<file path="config.mk">
export PLATFORM = sky130hd
export DESIGN_NAME = multi_cpu_heartbeat_watchdog_unit
export DESIGN_NICKNAME = d
export VERILOG_FILES = /design/src/design/hbw_pkg.sv /design/src/design/multi_cpu_heartbeat_watchdog_unit.sv /design/src/design/hbw_csr.sv /design/src/design/hbw_core.sv
export SDC_FILE = /design/constraint.sdc
export NUM_CORES = 1
export LEC_CHECK = 0
export BUFFER_PORTS_ARGS = -buffer_cell sky130_fd_sc_hd__buf_2
export CAP_MARGIN = 20
export CORE_AREA = 2 2 84 146
export CTS_CLUSTER_DIAMETER = 60
export DETAILED_ROUTE_END_ITERATION = 8
export DIE_AREA = 0 0 86 148
export MAX_ROUTING_LAYER = met4
export PLACE_DENSITY = 0.75
export SYNTH_ARGS = -nofsm -noshare
export SYNTH_HDL_FRONTEND = slang
export SYNTH_SLANG_ARGS = --single-unit
export TNS_END_PERCENT = 20
</file>
<file path="constraint.sdc">
create_clock -name clock -period 3.5 [get_ports clock]
set_input_delay 0.7 -clock clock [delete_from_list [all_inputs] [get_ports clock]]
set_output_delay 0.7 -clock clock [all_outputs]
set_load 0.05 [all_outputs]
</file>
<file path="src/design/hbw_pkg.sv">
// types and constants shared by the heartbeat watchdog modules
// no dependencies
package hbw_pkg;

   localparam int NUM_CPUS  = 4;
   localparam int CPU_IDX_W = 2;
   localparam int MASK_W    = 4;
   localparam int COUNT_W   = 16;
   localparam int PERIOD_W  = 8;
   localparam int CSR_ADDR_W = 4;
   localparam int CSR_DATA_W = 32;

   // request kinds
   localparam logic OP_TICK    = 1'b0;
   localparam logic OP_CHECKIN = 1'b1;

   // register indexes (paddr[3:2])
   localparam logic [1:0] REG_CPU_MASK      = 2'd0;
   localparam logic [1:0] REG_SOFT_TIMEOUT  = 2'd1;
   localparam logic [1:0] REG_COMPLAIN      = 2'd2;
   localparam logic [1:0] REG_CRASH_DISABLE = 2'd3;

   localparam logic [MASK_W-1:0]   RST_CPU_MASK      = 4'd1;
   localparam logic [COUNT_W-1:0]  RST_SOFT_TIMEOUT  = 16'd120;
   localparam logic [PERIOD_W-1:0] RST_COMPLAIN      = 8'd10;
   localparam logic                RST_CRASH_DISABLE = 1'b0;

   typedef struct packed {
      logic [MASK_W-1:0]   cpu_mask;
      logic [COUNT_W-1:0]  soft_timeout_seconds;
      logic [PERIOD_W-1:0] complain_period;
      logic                crash_disable;
   } cfg_type;

   typedef struct packed {
      logic                 opcode;
      logic [CPU_IDX_W-1:0] cpu_index;
      logic                 crash_pending;
   } req_item_type;

   // first field in the highest bits
   typedef struct packed {
      logic [MASK_W-1:0]  checkin_mask;
      logic [COUNT_W-1:0] countdown_now;
      logic               halted;
      logic               crash_request;
      logic               report_timeout;
      logic               report_unblocked;
      logic               report_blocked;
      logic               hw_kick;
   } rsp_item_type;

   function automatic logic cpu_present(input logic [CPU_IDX_W-1:0] idx);
      return int'(idx) < NUM_CPUS;
   endfunction

endpackage

</file>
<file path="src/design/multi_cpu_heartbeat_watchdog_unit.sv">
// top level of the multi-cpu heartbeat watchdog: request and response stages
// depends on hbw_pkg, hbw_csr and hbw_core
module multi_cpu_heartbeat_watchdog_unit (
   input  logic                           clock,
   input  logic                           reset,
   input  logic                           req_tvalid,
   output logic                           req_tready,
   input  logic [7:0]                     req_tdata,  // cpu_index[1:0], crash_pending[2]
   input  logic                           req_tuser,  // opcode
   output logic                           rsp_tvalid,
   input  logic                           rsp_tready,
   // hw_kick[0], report_blocked[1], report_unblocked[2], report_timeout[3],
   // crash_request[4], halted[5], countdown_now[21:6], checkin_mask[25:22]
   output logic [31:0]                    rsp_tdata,
   input  logic                           csr_psel,
   input  logic                           csr_penable,
   input  logic                           csr_pwrite,
   input  logic [hbw_pkg::CSR_ADDR_W-1:0] csr_paddr,
   input  logic [hbw_pkg::CSR_DATA_W-1:0] csr_pwdata,
   output logic [hbw_pkg::CSR_DATA_W-1:0] csr_prdata,
   output logic                           csr_pready
);
   // Heartbeat watchdog for up to four CPUs. Each request is a CPU check-in
   // (tuser high) or a one-second tick (tuser low) and produces exactly one
   // response, in order. A request enters a register stage, is evaluated
   // against the watchdog state combinationally and its response is held in an
   // output register; one request is taken every clock cycle while the response
   // side is not stalled. A request passes from the input register to the
   // output register, which holds its response until it is taken.
   // Registers: cpu_mask at 0x0, soft_timeout_seconds at 0x4,
   // complain_period at 0x8, crash_disable at 0xC; write them only while no
   // request is in flight.
   import hbw_pkg::*;

   cfg_type      cfg;
   req_item_type item_in, item_ff;
   logic         in_valid_ff, in_valid_in;
   rsp_item_type result, out_item_ff;
   logic         out_valid_ff, out_valid_in;
   logic         advance;

   hbw_csr u_csr (
      .clock       (clock),
      .reset       (reset),
      .csr_psel    (csr_psel),
      .csr_penable (csr_penable),
      .csr_pwrite  (csr_pwrite),
      .csr_paddr   (csr_paddr),
      .csr_pwdata  (csr_pwdata),
      .csr_prdata  (csr_prdata),
      .csr_pready  (csr_pready),
      .cfg         (cfg)
   );

   hbw_core u_core (
      .clock  (clock),
      .reset  (reset),
      .cfg    (cfg),
      .item   (item_ff),
      .update (advance),
      .result (result)
   );

   assign item_in.opcode        = req_tuser;
   assign item_in.cpu_index     = req_tdata[CPU_IDX_W-1:0];
   assign item_in.crash_pending = req_tdata[CPU_IDX_W];

   // request moves on when the response register is free or being drained
   assign advance      = in_valid_ff && (!out_valid_ff || rsp_tready);
   assign req_tready   = !in_valid_ff || advance;
   assign in_valid_in  = (req_tvalid && req_tready) || (in_valid_ff && !advance);
   assign out_valid_in = advance || (out_valid_ff && !rsp_tready);

   always_ff @(posedge clock) begin
      if (reset) begin
         in_valid_ff  <= 1'b0;
         out_valid_ff <= 1'b0;
      end else begin
         in_valid_ff  <= in_valid_in;
         out_valid_ff <= out_valid_in;
      end
   end

   always_ff @(posedge clock) begin
      if (req_tvalid && req_tready) begin
         item_ff <= item_in;
      end
      if (advance) begin
         out_item_ff <= result;
      end
   end

   assign rsp_tvalid = out_valid_ff;
   assign rsp_tdata  = {(32 - $bits(rsp_item_type))'(0), out_item_ff};

endmodule

</file>
<file path="src/design/hbw_csr.sv">
// configuration registers of the heartbeat watchdog, apb-style access
// depends on hbw_pkg
module hbw_csr (
   input  logic                          clock,
   input  logic                          reset,
   input  logic                          csr_psel,
   input  logic                          csr_penable,
   input  logic                          csr_pwrite,
   input  logic [hbw_pkg::CSR_ADDR_W-1:0] csr_paddr,
   input  logic [hbw_pkg::CSR_DATA_W-1:0] csr_pwdata,
   output logic [hbw_pkg::CSR_DATA_W-1:0] csr_prdata,
   output logic                          csr_pready,
   output hbw_pkg::cfg_type              cfg
);
   import hbw_pkg::*;

   cfg_type    cfg_ff, cfg_in;
   logic       wr_en;
   logic [1:0] reg_sel;

   assign csr_pready = 1'b1;
   assign reg_sel    = csr_paddr[3:2];
   assign wr_en      = csr_psel && csr_penable && csr_pwrite && csr_pready;

   always_comb begin
      cfg_in = cfg_ff;
      if (wr_en) begin
         case (reg_sel)
            REG_CPU_MASK:      cfg_in.cpu_mask = csr_pwdata[MASK_W-1:0];
            REG_SOFT_TIMEOUT:  cfg_in.soft_timeout_seconds = csr_pwdata[COUNT_W-1:0];
            REG_COMPLAIN:      cfg_in.complain_period = csr_pwdata[PERIOD_W-1:0];
            REG_CRASH_DISABLE: cfg_in.crash_disable = csr_pwdata[0];
            default:           cfg_in = cfg_ff;
         endcase
      end
   end

   always_ff @(posedge clock) begin
      if (reset) begin
         cfg_ff.cpu_mask             <= RST_CPU_MASK;
         cfg_ff.soft_timeout_seconds <= RST_SOFT_TIMEOUT;
         cfg_ff.complain_period      <= RST_COMPLAIN;
         cfg_ff.crash_disable        <= RST_CRASH_DISABLE;
      end else begin
         cfg_ff <= cfg_in;
      end
   end

   always_comb begin
      case (reg_sel)
         REG_CPU_MASK:      csr_prdata = CSR_DATA_W'(cfg_ff.cpu_mask);
         REG_SOFT_TIMEOUT:  csr_prdata = CSR_DATA_W'(cfg_ff.soft_timeout_seconds);
         REG_COMPLAIN:      csr_prdata = CSR_DATA_W'(cfg_ff.complain_period);
         REG_CRASH_DISABLE: csr_prdata = CSR_DATA_W'(cfg_ff.crash_disable);
         default:           csr_prdata = '0;
      endcase
   end

   assign cfg = cfg_ff;

endmodule

</file>
<file path="src/design/hbw_core.sv">
// watchdog state and the per-request update logic
// depends on hbw_pkg
module hbw_core (
   input  logic                  clock,
   input  logic                  reset,
   input  hbw_pkg::cfg_type      cfg,
   input  hbw_pkg::req_item_type item,
   input  logic                  update,
   output hbw_pkg::rsp_item_type result
);
   import hbw_pkg::*;

   logic [COUNT_W-1:0]  countdown_ff, countdown_in;
   logic [PERIOD_W-1:0] phase_ff, phase_in;
   logic [MASK_W-1:0]   pending_ff, pending_in;
   logic                stall_ff, stall_in;
   logic                stopped_ff, stopped_in;

   logic                full;
   logic [COUNT_W-1:0]  cd_rel;
   logic [PERIOD_W-1:0] ph_rel, ph_next;
   logic                blk;

   // reload first, then stall check against the reloaded values
   assign full   = (pending_ff == cfg.cpu_mask);
   assign cd_rel = full ? cfg.soft_timeout_seconds : countdown_ff;
   assign ph_rel = full ? '0 : phase_ff;
   assign blk    = (cd_rel < cfg.soft_timeout_seconds) && (ph_rel == '0);

   // period of zero behaves as one
   always_comb begin
      ph_next = ph_rel + PERIOD_W'(1);
      if (ph_next >= cfg.complain_period) begin
         ph_next = '0;
      end
   end

   always_comb begin
      countdown_in = countdown_ff;
      phase_in     = phase_ff;
      pending_in   = pending_ff;
      stall_in     = stall_ff;
      stopped_in   = stopped_ff;
      result       = '0;
      if (item.opcode == OP_CHECKIN) begin
         if (cpu_present(item.cpu_index)) begin
            pending_in = pending_ff | (MASK_W'(1) << item.cpu_index);
         end
      end else if (!stopped_ff) begin
         if (item.crash_pending) begin
            stopped_in = 1'b1;
         end else begin
            result.hw_kick          = 1'b1;
            result.report_unblocked = full && stall_ff;
            result.report_blocked   = blk;
            stall_in   = blk || (stall_ff && !full);
            pending_in = (full || blk) ? '0 : pending_ff;
            if (cd_rel == '0) begin
               result.report_timeout = 1'b1;
               countdown_in = '0;
               if (!cfg.crash_disable) begin
                  result.crash_request = 1'b1;
                  stopped_in = 1'b1;
                  phase_in   = ph_rel;
               end else begin
                  phase_in = ph_next;
               end
            end else begin
               countdown_in = cd_rel - COUNT_W'(1);
               phase_in     = ph_next;
            end
         end
      end
      result.halted        = stopped_in;
      result.countdown_now = countdown_in;
      result.checkin_mask  = pending_in;
   end

   always_ff @(posedge clock) begin
      if (reset) begin
         countdown_ff <= RST_SOFT_TIMEOUT;
         phase_ff     <= '0;
         pending_ff   <= '0;
         stall_ff     <= 1'b0;
         stopped_ff   <= 1'b0;
      end else if (update) begin
         countdown_ff <= countdown_in;
         phase_ff     <= phase_in;
         pending_ff   <= pending_in;
         stall_ff     <= stall_in;
         stopped_ff   <= stopped_in;
      end
   end

`ifndef SYNTHESIS
   // only reset releases a halt
   a_halt_sticky: assert property (@(posedge clock) disable iff (reset)
      stopped_ff |=> stopped_ff)
      else $error("halt released without reset");

   a_no_kick_halted: assert property (@(posedge clock) disable iff (reset)
      stopped_ff |-> !result.hw_kick && !result.crash_request)
      else $error("watchdog kicked while halted");

   a_blk_unblk_excl: assert property (@(posedge clock) disable iff (reset)
      !(result.report_blocked && result.report_unblocked))
      else $error("stall reported and cleared on one tick");

   a_checkin_sets: assert property (@(posedge clock) disable iff (reset)
      update && item.opcode == OP_CHECKIN && cpu_present(item.cpu_index)
      |=> pending_ff != '0)
      else $error("check-in left pending mask empty");
`endif

endmodule
</file>
==> out/qor.yml, run 1 <==
outcome:
  outcome: "finished clean"
place:
  place_hpwl_um: 10600
  place_area_um2: 6010
  gp_congestion: 0.932
  io_buffers: 72
floorplan:
  initial_core_util: 0.487
  die_x_um: 86
  dieHeight_um: 148
  num_rows: 52
  pin_count: 119
  coreArea_um2: 11500
  die_area_um2: 12700
layout:
  stdcell_area_um2: 6330
  seqCellArea_um2: 2120
  fin_nets: 779
  postLayoutCoreUtil: 0.550
  drive_above_1_share: 0.189
  n_antenna_cell: 0
  syn_to_final_growth_pct: 12.8
  final.fill_count: 1035
  multi_input_area_um2: 3140
synth:
  async_flop_share: 0
  syn_area_per_cell_um2: 8.78
  yosys_register_bits: 91
  netlist_area_um2: 5610
  synthTopCellsByCount: "nand2_1, dfxtp_1, nor2_1"
  yosysTopAreaCellShare: 0.218
  ys.flop_type: "dfxtp_1"
  yosysTopAreaCell: "dfxtp_1"
  synth_edf_count: 30
  seq_area_frac_synth: 0.378
  synth_cell_types: 71
  synth.area.top_cells: "dfxtp_1, edfxtp_1, nand2_1"
  synth_cells: 639
  synth.most_common_cell: "nand2_1"
  ys_warn_count: 0
global_routing:
  grt_first_pass_wirelength_um: 21700
  grt_max_degree: 42
  grt.overflow.total: 0
  grt_pass1_vias: 4407
  grt_antenna_before_repair: 0
  grt_use_total: 0.222
timing:
  fin_setup_tns_ns: 0
  fmax_mhz: 301
  relSlewSlack: 0.525
  whs_ns: 0.481
  worstMarginPinSlew_ns: 0.711
  hold_viol: 0
  setup_viol: 0
  fin_crit_ns: 3.32
  skew_ns: 0.0103
  rsz0062_at_grt: "no"
  fin_crit_sh: 0.950
  maxSlewViolCount: 0
drt:
  ant_nets: 0
  dr.pass1.iters: 5
  wl_met2_um: 7050
  route.detailed.drc: 0
  drt_iter0_markers: 300
  wl_met1_um: 5210
  maxUsedRoutingLayer: "met4"
  wl_met3_um: 608
  vias_per_cell: 5.58
  vias: 4684
  wirelength_um: 13500
  drt-wirelength-per-cell_um: 16.1
clocking:
  clkTransAtPathRegs_ns: 0.07
  clockBufferDepth: 2
  root_buffer: "clkbuf_16"
  numCtsBuffers: 9
  cts_hold_buf: 0
  insertion_delay_ns: 0.35
  cts_tree: "yes"
  cts.sinks: 91
  h-tree-depth: 3
critical_path:
  cp.arrival_ns: 3.60
  cp_cell_sequence: "xnor2_2, nand4_4, and2_1, ha_1, nand3_1, xor2_1, nor2_1, ha_1, a21o_1, a2111oi_0, o21ai_1, nand2_1, nor3b_4, buf_4, o2bb2ai_1"
  required_ns: 3.78
  critPathCaptureType: "register"
  timing_worst_setup_path_type: "register to register"
  crit_top_cell: "ha_1"
  crit_path_max_incr_delay_ns: 0.39
  crit_path_max_fanout: 7
  cpMaxStageDelayCell: "a2111oi_0"
  start_kind: "register"
pwr:
  p_per_area_nw_per_um2: 401
  peakVddDrop_mv: 0.255
  p_leak_nw: 2.63
hold_path:
  min_path_type: "register to register"
flow_run:
  maxCapViolCount: 0
-- registers in the layout, indices dropped and copies added, names as in the netlist --
signal,count
item_ff,4
rsp_tvalid,1
in_valid_ff,1
u_csr.cfg,29
u_core.stall_ff,1
u_core.stopped_ff,1
u_core.countdown_ff,16
u_core.phase_ff,8
u_core.pending_ff,4
rsp_tdata,26
-- where the power goes --
part	internal (mW)	switching, mW	leakage [nW]
clock	0.565	0.434	0.147
sequential	1.12	0.0277	0.780
combinational	0.110	0.281	1.71
-- per-layer routing --
layer / global-route usage / up-vias
li1: - / 2318
met1: 0.244 / 2164
met2: 0.386 / 161
met3: 0.0268 / 41
met4: 0.117 / 0
met5: - / -
-- layout make-up --
cell class              instances  area share
flip-flops and latches         91       0.335
inverters                      32      0.0190
multi-input cells             480       0.496
repair buffers                 86      0.0741
well taps                     135      0.0267
clock buffers                   9      0.0356
clock inverters                 7      0.0129
-- worst max-delay path: cells and delay by family, from the launching register on --
family | cells | cell delay, ns
fa+ha+maj | 2 | 0.58
buf+inv | 1 | 0.18
compound gates | 4 | 0.84
xor+xnor | 2 | 0.41
simple gates | 6 | 0.87
flops | 1 | 0.37
-- final timing paths --
check                       start            endpoint  slack (ns)  cells past startpoint
min             u_core.stopped_ff   u_core.stopped_ff        0.48                      2
max reg2reg  u_core.pending_ff[3]  u_core.phase_ff[0]        0.18                     15
min reg2reg     u_core.stopped_ff   u_core.stopped_ff        0.48                      2
max          u_core.pending_ff[3]  u_core.phase_ff[0]        0.18                     15
-- cells by family after synthesis --
logic type,share of synthesized area
compound gates,0.153
xor+xnor,0.0522
fa+ha+maj,0.0602
buf+inv,0.0789
flops,0.378
mux,0.0441
other cells,0.00134
simple gates,0.232
-- repair_timing --
action,in CTS,in global routing
endpoints found under the setup margin,0,18
resized for setup,0,2
buffers inserted,0,1
-- stage by stage --
step	total power, mW	std cells	setup slack (ns)
floorplan	1.49	660	0.00371
global route	2.63	840	0.0118
global placement	1.55	823	0.250
finish	2.54	840	0.176
CTS	2.55	839	0.158
detailed placement	1.56	823	0.187
-- cells in the final DEF, fill, tap and decap left out, types with 12 or more instances in the layout --
cell,instances
mux2i_1,17
nor2_1,39
nand2_1,98
nand3_1,26
buf_4,13
buf_2,72
conb_1,23
inv_1,31
dfxtp_1,61
xnor2_1,15
nand4_1,12
ha_1,27
o21ai_0,27
and2_1,12
edfxtp_1,30
a21oi_1,34
Power figures use the tool's default switching activity.
==> run 2, diff against run 1 <==
CORE_AREA = 2 2 77 133   (was 2 2 84 146)
DIE_AREA = 0 0 79 135   (was 0 0 86 148)
PLACE_DENSITY = 0.85   (was 0.75)
clock period = 4.3 ns   (was 3.5 ns; I/O delays follow)
==> run 2 against run 1 <==
Clock skew is 0.0058 ns lower. Register-to-register slack improved by 0.58 ns. Count of clock-buffer cells in the layout unchanged. Worst setup slack improved by 0.58 ns. Sequential share of layout area rose by 0.18 points. Die area decreased by 16%. Final cell count shrank 2.4%. Non-clock buffer count is 7 lower. First-iteration DRC count is 19% higher. Fmax shrank 6.1%. Sequential power decreased by 19%. Largest cell class unchanged.
==> out/qor.yml, run 2 (synthesis results as in run 1) <==
outcome:
  outcome: "finished clean"
place:
  place_area_um2: 5920
  place_hpwl_um: 10200
  io_buffers: 72
  gp_congestion: 0.957
  place_inst: 802
  post-place-ws_ns: 0.823
global_routing:
  grt_max_degree: 39
  grt_use_total: 0.268
  grt_pass1_vias: 4581
  grt.overflow.total: 0
  grt_first_pass_wirelength_um: 21900
  grt_antenna_before_repair: 0
critical_path:
  critPathCaptureType: "register"
  r2r_slack_ns: 0.76
  crit_path_max_fanout: 7
  cp.arrival_ns: 3.83
  required_ns: 4.59
  timing_worst_setup_path_type: "register to register"
  reg2reg_depth: 14
  startpoint: "u_core.pending_ff[2]"
  start_kind: "register"
  reg2reg_to: "u_core.phase_ff[6]"
  worstReg2RegStart: "u_core.pending_ff[2]"
clocking:
  post_cts_resized: 0
  clockBufferDepth: 2
  post_cts_buffers: 0
  insertion_delay_ns: 0.35
  cts_tree: "yes"
  numCtsBuffers: 9
  clkTransAtPathRegs_ns: 0.07
  root_buffer: "clkbuf_16"
  cts.sinks: 91
  h-tree-depth: 3
  cts_hold_buf: 0
drt:
  route.detailed.drc: 0
  drt_iter0_markers: 358
  dr.pass1.iters: 6
  vias: 4757
  vias_per_cell: 5.80
  drt-wirelength-per-cell_um: 16.1
  ant_nets: 0
  wirelength_um: 13200
floorplan:
  pin_count: 119
  initial_core_util: 0.589
  die_area_um2: 10700
  num_rows: 47
  dieHeight_um: 135
  die_x_um: 79
  coreArea_um2: 9530
pwr:
  peakVddDrop_mv: 0.240
  total_power_mw: 2.12
  p_per_area_nw_per_um2: 336
  p_leak_nw: 2.63
timing:
  worstMarginPinSlew_ns: 1.02
  fin_crit_ns: 3.54
  fmax_mhz: 283
  fin_ws_ns: 0.761
  skew_ns: 0.00450
  hold_viol: 0
  whs_ns: 0.474
  maxSlewViolCount: 0
  rsz0062_at_grt: "no"
  relSlewSlack: 0.317
  setup_viol: 0
  fin_crit_sh: 0.823
  fin_setup_tns_ns: 0
layout:
  n_antenna_cell: 0
  final_common_cell: "nand2_1"
  final.fill_count: 790
  fin_nets: 772
  postLayoutCoreUtil: 0.661
  fin_cells: 820
  largest_reg_flops: 29
  layout_common_cells: "nand2_1, buf_2, dfxtp_1"
  syn_to_final_growth_pct: 12.1
  drive_above_1_share: 0.179
  stdcell_area_um2: 6290
hold_path:
  hp-start: "u_core.stopped_ff"
  worst_hold_path.endpoint: "u_core.stopped_ff"
  min_path_type: "register to register"
  worstHoldPathCells: 2
flow_run:
  maxCapViolCount: 0
-- run 2: cell types whose count changed in the layout (fill, tap and decap cells not counted), sizes merged --
cell and change:
buf -7, bufinv +1, clkinv +1, clkinvlp -1, inv -1
-- run 2: worst max path at each step --
stage	end	slack, ns	cells after the start
6_report	u_core.phase_ff[6]	0.76	14
2_1_floorplan	u_core.phase_ff[1]	0.73	17
4_1_cts	u_core.phase_ff[6]	0.79	14
3_5_place_dp	u_core.phase_ff[6]	0.82	14
5_1_grt	u_core.phase_ff[6]	0.45	14
3_3_place_gp	u_core.phase_ff[4]	0.87	14
-- run 2: cell type report --
cell class              instances  area [µm²]  area share
inverters                      32         120      0.0191
flip-flops and latches         91        2120       0.337
repair buffers                 79         437      0.0694
well taps                     122         153      0.0242
multi-input cells             480        3130       0.498
clock inverters                 7         106      0.0169
clock buffers                   9         225      0.0358
-- run 2: per-layer routing --
metal / up-vias / track usage / wire length, µm
li1: 2326 / - / -
met1: 2204 / 0.298 / 5090
met2: 178 / 0.444 / 6650
met3: 49 / 0.0475 / 654
met4: 0 / 0.161 / 765
met5: - / - / 0
-- run 2: critical path, stage by stage, from the launching register on --
cell and delay (ns):
dfxtp_1 0.36, xnor2_2 0.25, nand4_4 0.18, and2_1 0.22
ha_1 0.27, nand3_1 0.12, xor2_1 0.15, nor2_1 0.08
ha_1 0.31, a21o_1 0.18, a2111oi_0 0.37, o21ai_0 0.19
nand2_1 0.14, nor3b_2 0.46, a22o_1 0.21
-- run 2: power breakdown --
group	internal [mW]	switching [mW]	leakage [nW]
Clock	0.519	0.346	0.163
Combinational	0.0875	0.229	1.68
Sequential	0.914	0.0215	0.780
Total	1.52	0.597	2.63
==> run 3, diff against run 2 <==
CORE_AREA = 2 2 84 146   (was 2 2 77 133)
DIE_AREA = 0 0 86 148   (was 0 0 79 135)
PLACE_DENSITY = 0.75   (was 0.85)
clock period = 3 ns   (was 4.3 ns; I/O delays follow)
==> run 3 against run 2 <==
The run now ends with negative setup slack left. Sequential cell count did not move. First-iteration DRC count down 25%. Global-route usage fell by 4.1 points. Sequential power is 43% higher. Total power up 45%. Count of clock-buffer cells in the layout unchanged. Fmax increased by 15%. Clock skew rose by 0.0068 ns. Non-clock buffer count grew 36. Sequential share of layout area down 1.9 points. Final cell count grew 6.0%. Critical path type unchanged.
==> out/qor.yml, run 3 (synthesis results as in run 1) <==
critical_path:
  start_kind: "register"
  cp_cell_sequence: "xnor2_2, buf_4, and4_4, mux2_2, ha_1, o21ai_0, a221o_1, a311oi_4, nor3_2, a211oi_1"
  crit_family: "compound AO/OA/AOI/OAI gates"
  crit_buf_inv: 1
  cpMaxStageDelayCell: "a221o_1"
  critPathCaptureType: "register"
  crit_path_max_fanout: 6
  cp.arrival_ns: 3.24
  required_ns: 3.17
  timing_worst_setup_path_type: "register to register"
  crit_path_max_incr_delay_ns: 0.40
timing:
  fin_setup_tns_ns: -0.0838
  hold_viol: 0
  worstMarginPinSlew_ns: 0.694
  rsz0062_at_grt: "yes"
  fin_ws_ns: -0.0772
  fin_crit_sh: 1.03
  skew_ns: 0.0113
  fmax_mhz: 325
  setup_viol: 2
  fin_crit_ns: 3.08
  maxSlewViolCount: 0
  relSlewSlack: 0.536
pwr:
  p_leak_nw: 2.82
  peakVddDrop_mv: 0.300
  p_per_area_nw_per_um2: 458
layout:
  largest_reg_flops: 29
  final_common_cell: "nand2_1"
  layout_common_cells: "nand2_1, buf_2, dfxtp_1"
  stdcell_area_um2: 6720
  drive_above_1_share: 0.251
  fin_nets: 808
  n_antenna_cell: 0
  syn_to_final_growth_pct: 19.8
  fin_cells: 869
  final.fill_count: 1019
hold_path:
  min_path_type: "input pin to register"
outcome:
  violations: "negative setup slack"
  outcome: "complete, but fails checks"
floorplan:
  initial_core_util: 0.487
  die_area_um2: 12700
  coreArea_um2: 11500
  dieHeight_um: 148
  pin_count: 119
  num_rows: 52
  die_x_um: 86
drt:
  drt-wirelength-per-cell_um: 15.9
  vias_per_cell: 5.64
  ant_nets: 0
  route.detailed.drc: 0
  drt_iter0_markers: 270
  vias: 4901
  dr.pass1.iters: 5
  wirelength_um: 13900
clocking:
  clkTransAtPathRegs_ns: 0.07
  root_buffer: "clkbuf_16"
  cts_hold_buf: 0
  cts.sinks: 91
  clockBufferDepth: 2
  numCtsBuffers: 9
  h-tree-depth: 3
  cts_tree: "yes"
  insertion_delay_ns: 0.35
place:
  place_hpwl_um: 10800
  gp_congestion: 0.899
  io_buffers: 72
  place_inst: 849
  place_area_um2: 6240
global_routing:
  grt_use_total: 0.227
  grt_max_degree: 34
  grt_first_pass_wirelength_um: 22500
  grt_pass1_vias: 4725
  grt.overflow.total: 0
  grt_antenna_before_repair: 0
flow_run:
  maxCapViolCount: 0
run 3: changes by cell type in the layout (fill, tap and decap cells not counted), sizes merged:
| cell | delta |
|---|---|
| buf | +36 |
| clkinv | -1 |
| inv | +1 |
run 3: report_power, final:
part	switching [mW]	internal [mW]	total [mW]
Clock	0.504	0.746	1.25
Combinational	0.338	0.149	0.487
Sequential	0.0320	1.31	1.34
Total	0.874	2.20	3.08
run 3: layer usage:
metal | track usage | vias to the layer above | routed length (µm)
li1 | - | 2388 | -
met4 | 0.145 | 0 | 767
met1 | 0.247 | 2296 | 5480
met2 | 0.378 | 171 | 7020
met3 | 0.0341 | 46 | 590
met5 | - | - | 0
run 3: layout make-up:
class	count	area, µm²	share of cell area
clock buffers	9	225	0.0335
clock inverters	7	106	0.0158
inverters	32	120	0.0179
multi-input cells	480	3260	0.485
flip-flops and latches	91	2140	0.318
well taps	135	169	0.0251
repair buffers	115	703	0.105
run 3: worst register-to-register path, cell delays in order (launching register included):
cell and delay, ns:
dfxtp_2 0.34, xnor2_2 0.21, buf_4 0.15, and4_4 0.27, mux2_2 0.37, ha_1 0.27
o21ai_0 0.08, a221o_1 0.40, a311oi_4 0.38, nor3_2 0.13, a211oi_1 0.28
run 3: path summary, 6_finish.rpt:
kind | startpoint | end | slack (ns) | depth (start not counted)
worst min register to register | u_core.stopped_ff | u_core.stopped_ff | 0.48 | 2
worst max-delay path | u_core.pending_ff[0] | rsp_tdata[23] | -0.08 | 10
worst max register to register | u_core.pending_ff[0] | rsp_tdata[23] | -0.08 | 10
worst min-delay path | req_tdata[2] | item_ff[0] | 0.42 | 1
run 3: repair_timing:
item,4_1_cts,5_1_grt
buffers inserted,0,4
pin swaps,1,18
gates resized for setup,2,25
cloned,0,0
endpoints found under the setup margin,8,48
run 3: metrics by stage:
step	util	power, mW	hold WS, ns	worst slack (ns)
floorplan	-	1.74	0.430	-0.218
global placement	0.542	1.83	0.445	0.0797
detailed placement	0.542	1.84	0.472	-0.0174
CTS	0.571	3.07	0.414	-0.0123
global route	0.584	3.17	0.413	-0.167
finish	0.584	3.08	0.415	-0.0772
